`src/sv/affine_point_transform_macros.svh`:
```
// Assertion macros shared by the affine point transform RTL.
`ifndef AFFINE_POINT_TRANSFORM_MACROS_SVH
`define AFFINE_POINT_TRANSFORM_MACROS_SVH

// Consequent must hold in the same cycle as the antecedent.
`define APT_ASSERT_NOW(lbl, ante, cons) \
  lbl: assert property (@(posedge clk) disable iff (!rst_n) (ante) |-> (cons)) \
    else $error("affine_point_transform: assertion failed");

// Consequent must hold in the cycle after the antecedent.
`define APT_ASSERT_NEXT(lbl, ante, cons) \
  lbl: assert property (@(posedge clk) disable iff (!rst_n) (ante) |=> (cons)) \
    else $error("affine_point_transform: assertion failed");

`endif

```
`src/sv/apt_pkg.sv`:
```
`timescale 1ns / 1ps
// Shared types and constants for the affine point transform.
package apt_pkg;

  localparam int APT_W         = 32;
  localparam int APT_FRAC_BITS = 16;
  localparam int APT_DIM       = 4;

  typedef enum logic [1:0] {
    REQ_WRITE = 2'd0,
    REQ_READ  = 2'd1,
    REQ_XFORM = 2'd2
  } apt_req_t;

  typedef enum logic [1:0] {
    ST_IDLE,
    ST_ISSUE,
    ST_WAIT
  } apt_state_t;

  localparam logic [1:0] LAST_ROW = 2'd2;

  // One matrix row, column 0 in element 0.
  typedef logic [APT_DIM-1:0][APT_W-1:0] apt_row_t;
  // Point coordinates, x in element 0.
  typedef logic [2:0][APT_W-1:0] apt_pt_t;

  typedef struct packed {
    logic       vld;
    logic [1:0] row;
  } apt_tag_t;

  typedef struct packed {
    logic [1:0]              req_type;
    logic [1:0]              row;
    logic [1:0]              col;
    logic signed [APT_W-1:0] entry_value;
    logic signed [APT_W-1:0] in_x;
    logic signed [APT_W-1:0] in_y;
    logic signed [APT_W-1:0] in_z;
  } apt_in_t;

  typedef struct packed {
    logic signed [APT_W-1:0] out_x;
    logic signed [APT_W-1:0] out_y;
    logic signed [APT_W-1:0] out_z;
    logic signed [APT_W-1:0] read_data;
    logic                    is_point;
  } apt_out_t;

endpackage

```
`src/sv/apt_row_mac.sv`:
```
`timescale 1ns / 1ps
// Three-stage row multiply-accumulate: products, sum, shift/offset/saturate.
module apt_row_mac #(
  parameter int FRAC_BITS = apt_pkg::APT_FRAC_BITS
) (
  input  logic                         clk,
  input  logic                         rst_n,
  input  apt_pkg::apt_tag_t            tag_i,
  input  apt_pkg::apt_row_t            row_i,
  input  apt_pkg::apt_pt_t             pt_i,
  output apt_pkg::apt_tag_t            tag_o,
  output logic signed [apt_pkg::APT_W-1:0] res_o
);

  localparam int PW = 2 * apt_pkg::APT_W;  // product width
  localparam int SW = PW + 2;              // sum of three products
  localparam int TW = SW + 1;              // sum plus offset column
  localparam logic signed [TW-1:0] SAT_MAX = TW'((64'sd1 <<< (apt_pkg::APT_W - 1)) - 64'sd1);
  localparam logic signed [TW-1:0] SAT_MIN = ~SAT_MAX;

  apt_pkg::apt_tag_t tag_a_r, tag_b_r, tag_c_r;
  logic signed [PW-1:0] prod_r [3];
  logic signed [apt_pkg::APT_W-1:0] m3_a_r, m3_b_r;
  logic signed [SW-1:0] sum_r;
  logic signed [SW-1:0] shifted;
  logic signed [TW-1:0] total;
  logic signed [apt_pkg::APT_W-1:0] sat_nxt, res_r;

  always_ff @(posedge clk) begin
    if (!rst_n) begin
      tag_a_r <= '0;
      tag_b_r <= '0;
      tag_c_r <= '0;
    end else begin
      tag_a_r <= tag_i;
      tag_b_r <= tag_a_r;
      tag_c_r <= tag_b_r;
    end
  end

  always_ff @(posedge clk) begin
    for (int c = 0; c < 3; c++) begin
      prod_r[2'(c)] <= PW'($signed(row_i[2'(c)])) * PW'($signed(pt_i[2'(c)]));
    end
    m3_a_r <= $signed(row_i[apt_pkg::APT_DIM-1]);
    sum_r  <= SW'(prod_r[0]) + SW'(prod_r[1]) + SW'(prod_r[2]);
    m3_b_r <= m3_a_r;
    res_r  <= sat_nxt;
  end

  // Floor shift, then add the w column, which is already in output scale.
  always_comb begin
    shifted = sum_r >>> FRAC_BITS;
    total   = TW'(shifted) + TW'(m3_b_r);
    priority if (total > SAT_MAX) begin
      sat_nxt = SAT_MAX[apt_pkg::APT_W-1:0];
    end else if (total < SAT_MIN) begin
      sat_nxt = SAT_MIN[apt_pkg::APT_W-1:0];
    end else begin
      sat_nxt = total[apt_pkg::APT_W-1:0];
    end
  end

  assign tag_o = tag_c_r;
  assign res_o = res_r;

endmodule
```
`config.mk`:
```
export PLATFORM = sky130hd
export DESIGN_NAME = apt_row_mac
export DESIGN_NICKNAME = d
export VERILOG_FILES = /design/src/sv/affine_point_transform_macros.svh /design/src/sv/apt_pkg.sv /design/src/sv/apt_row_mac.sv
export SDC_FILE = /design/constraint.sdc
export NUM_CORES = 2
export LEC_CHECK = 0
export ABC_CLOCK_PERIOD_IN_PS = 12400
export BUFFER_PORTS_ARGS = -buffer_cell sky130_fd_sc_hd__clkbuf_2
export CAP_MARGIN = 20
export CORE_MARGIN = 5
export CORE_UTILIZATION = 50
export DETAILED_ROUTE_END_ITERATION = 7
export PLACE_DENSITY_LB_ADDON = 0.2
export SYNTH_ARGS = -nofsm -noshare
export SYNTH_HDL_FRONTEND = slang
export SYNTH_SLANG_ARGS = --single-unit
```
`constraint.sdc`:
```
create_clock -name clk -period 12.4 [get_ports clk]
set_input_delay 2.48 -clock clk [delete_from_list [all_inputs] [get_ports clk]]
set_output_delay 2.48 -clock clk [all_outputs]
set_load 0.01 [all_outputs]
```
==> results.yml <==
layout:
  post-route-util: 0.533
  regArea_sq_um: 4020
  nFillCells: 7994
  final_nets: 6040
  multi_input_area_sq_um: 34000
  area_growth_pct: 5.83
  drive_above_1_share: 0.0575
sta:
  drv_slew: 0
  hold_slack_ns: 0.314
  hold_viol: 0
  min_period_ns: 10.79
  fin_ws_ns: 1.61
  setup_viol: 0
  relSlewSlack: 0.250
  timing.fmax_mhz: 92.7
  fin_crit_sh: 0.870
  rsz0062_at_grt: "no"
  worst_pin_slew_ns: 1.12
  fin_setup_tns_ns: 0
  skew_ns: 0.0144
die:
  dieHeight_um: 303
  start_util: 0.504
  dieArea_sq_um: 91700
  coreArea_sq_um: 85100
  fp.dieW_um: 303
  fp-row-count: 107
  io_pins: 264
worst_setup_path:
  worstSetupPathType: "input pin to flip-flop"
  arrival_ns: 11.19
  reg2reg_slack_ns: 8.21
  start_kind: "input pin"
  end_kind: "flip-flop"
  path_max_fanout: 32
  required_ns: 12.80
logic_synthesis:
  avgSynthCellArea_sq_um: 9.52
  synth_xor_area_frac: 0.0208
  synth_top_family_by_area: "adder cells"
  synth_top_cell_by_area: "fa_1"
  synth_edf_count: 0
  synth_area_leaders: "fa_1 (50%), dfxtp_1 (9.4%), inv_1 (9.2%), and2_1 (7.6%), ha_1 (6.7%)"
  synthMuxAreaShare: 0.000233
  synth.distinct_cells: 76
  synth_ff_type: "dfxtp_1"
  synth_warnings: 0
  synthSimpleGateAreaFrac: 0.148
  async_flop_share: 0
  synthAdderAreaFrac: 0.571
  netlist_instances: 4507
  ys_seq_area_frac: 0.0938
  netlist_area_sq_um: 42900
  ys_ff_latch: 201
  netlist.area_leader.share: 0.505
  synth_compound_area_frac: 0.0530
  syn_nets: 6046
detailed_routing:
  viasPerCell: 5.25
  met1_length_mm: 46.5
  drcViolationCount: 0
  vias: 29700
  wirelength_mm: 112
  wl_met2_mm: 54.0
  top_layer: "met5"
  dr.pass1.iters: 5
  final_antenna_net_count: 0
  post_drt_wl_per_cell_um: 19.8
  dr.first_iter.drc_count: 1672
  dr_wl_met3_mm: 6.86
clocking:
  root_buffer: "clkbuf_16"
  post-cts-setup-buffer-count: 0
  cts_tree: "yes"
  clock_path_buffers: 3
  clk_latency_ns: 0.52
  cts_resized: 0
  cts_hold_buf: 0
  cts_max_level: 1
  cts_sinks: 201
  cts.clk_slew.worst_paths_ns: 0.06
  cts_buffers: 23
global_routing:
  antenna_found_initial: 3
  grt_pass1_wl_mm: 184
  grt_use_total: 0.257
  grt_pass1_vias: 33200
  grt_max_degree: 33
  grt.overflow.total: 0
place:
  hpwl_mm: 93.0
  io_buffers: 135
  place_ws_ns: 1.32
  routabilityCongestion: 0.891
job:
  maxCapViolations: 0
run_status:
  status: "finished, final reports clean"
worst_hold_path:
  hold_path_class: "flip-flop to flip-flop"
==> state kept, by name, summed over array words and instances (netlist names) <==
register / cells
tag_a_r: 3
sum_r: 48
m3_b_r: 32
res_o: 32
tag_b_r: 3
tag_o: 3
m3_a_r: 32
prod_r: 48
==> metrics by stage <==
step | area (sq um) | cells
2_1_floorplan | 42900 | 4507
3_3_place_gp | 44600 | 5620
3_5_place_dp | 44600 | 5620
4_1_cts | 45400 | 5662
5_1_grt | 45400 | 5662
6_report | 45400 | 5663
==> final timing paths <==
path / start / to / cells after the start
worst min register to register: m3_a_r[24] / m3_b_r[24] / 0
worst max-delay path: pt_i[55] / prod_r[0][126] / 24
worst max register to register: m3_b_r[0] / res_o[20] / 13
worst min-delay path: m3_a_r[24] / m3_b_r[24] / 0
==> critical path, stage by stage <==
cell	delay, ns
clkbuf_2	0.75
nand2_1	0.16
fa_1	0.53
inv_1	0.05
fa_1	0.52
fa_1	0.45
fa_1	0.55
fa_1	0.52
fa_1	0.51
fa_1	0.60
inv_1	0.08
fa_1	0.60
inv_1	0.08
ha_1	0.44
and2_1	0.30
nand3_1	0.13
nor3_1	0.53
nand4_1	0.17
o21ai_1	0.46
nor4_2	0.18
nor4_1	0.59
o31a_1	0.24
nor2_1	0.06
xnor2_1	0.12
==> metal layers <==
layer / vias to the layer above / global-route usage
met4: 2 / 0.0866
met5: - / 0
met1: 15500 / 0.342
met3: 228 / 0.0321
li1: 13100 / -
met2: 923 / 0.440
==> cell usage after synthesis (all sizes together), types with 5 or more instances <==
library cell / number
clkbuf: 203
a311oi: 6
nand3: 15
or2: 6
xor2: 37
nor3: 12
nand4: 23
dfxtp: 201
fa: 1082
nor4: 5
a211oi: 8
o21a: 14
and2: 519
ha: 228
nor2: 79
a21o: 57
buf: 20
and3: 11
o21bai: 12
o31ai: 5
nand2: 550
a31oi: 11
o21ai: 93
xnor2: 65
nand2b: 13
inv: 1057
nor2b: 12
a41oi: 6
a21oi: 100
==> layout make-up <==
class | count | area share
clock buffer | 25 | 0.0131
tap | 1144 | 0.0315
clock inverter | 17 | 0.00496
inverter | 1057 | 0.0874
multi-input combinational | 3026 | 0.749
sequential | 201 | 0.0886
antenna | 1 | 0.0000551
timing repair buffer | 192 | 0.0249
==> cell usage in the layout (no fill, tap or decap), types with 4 or more instances in the layout <==
cell	instances
fa_1	1082
ha_1	228
nor2_1	79
o21ai_2	8
xor2_1	37
nand2_1	550
o21ai_1	12
and3_1	11
o21a_1	14
clkbuf_2	135
buf_4	55
clkbuf_16	23
xnor2_1	65
and2_1	518
nand4_1	22
clkinv_2	5
nor2b_1	12
o21ai_0	73
nor4_1	4
o31ai_1	4
a21o_1	57
o211ai_1	4
dfxtp_1	201
nand3_1	15
a31oi_1	11
o21bai_1	12
a21oi_1	99
or2_2	4
inv_1	1056
nor3_1	11
a311oi_1	6
a211oi_1	8
nand2b_1	13
bufinv_16	4
==> cell families (layout without fill, tap and decap cells) <==
kind of cell             after synthesis  in the layout
buffers and inverters               1280           1291
adder cells (fa/ha/maj)             1310           1310
AO/OA/AOI/OAI                        352            352
multiplexers                           1              1
flip-flops                           201            201
AND/OR/NAND/NOR                     1261           1261
other                                  0              1
XOR/XNOR                             102            102
Power is left out: the tool's default activity adds up to more than one toggle a clock period on the data nets, which glitch-free logic cannot reach.
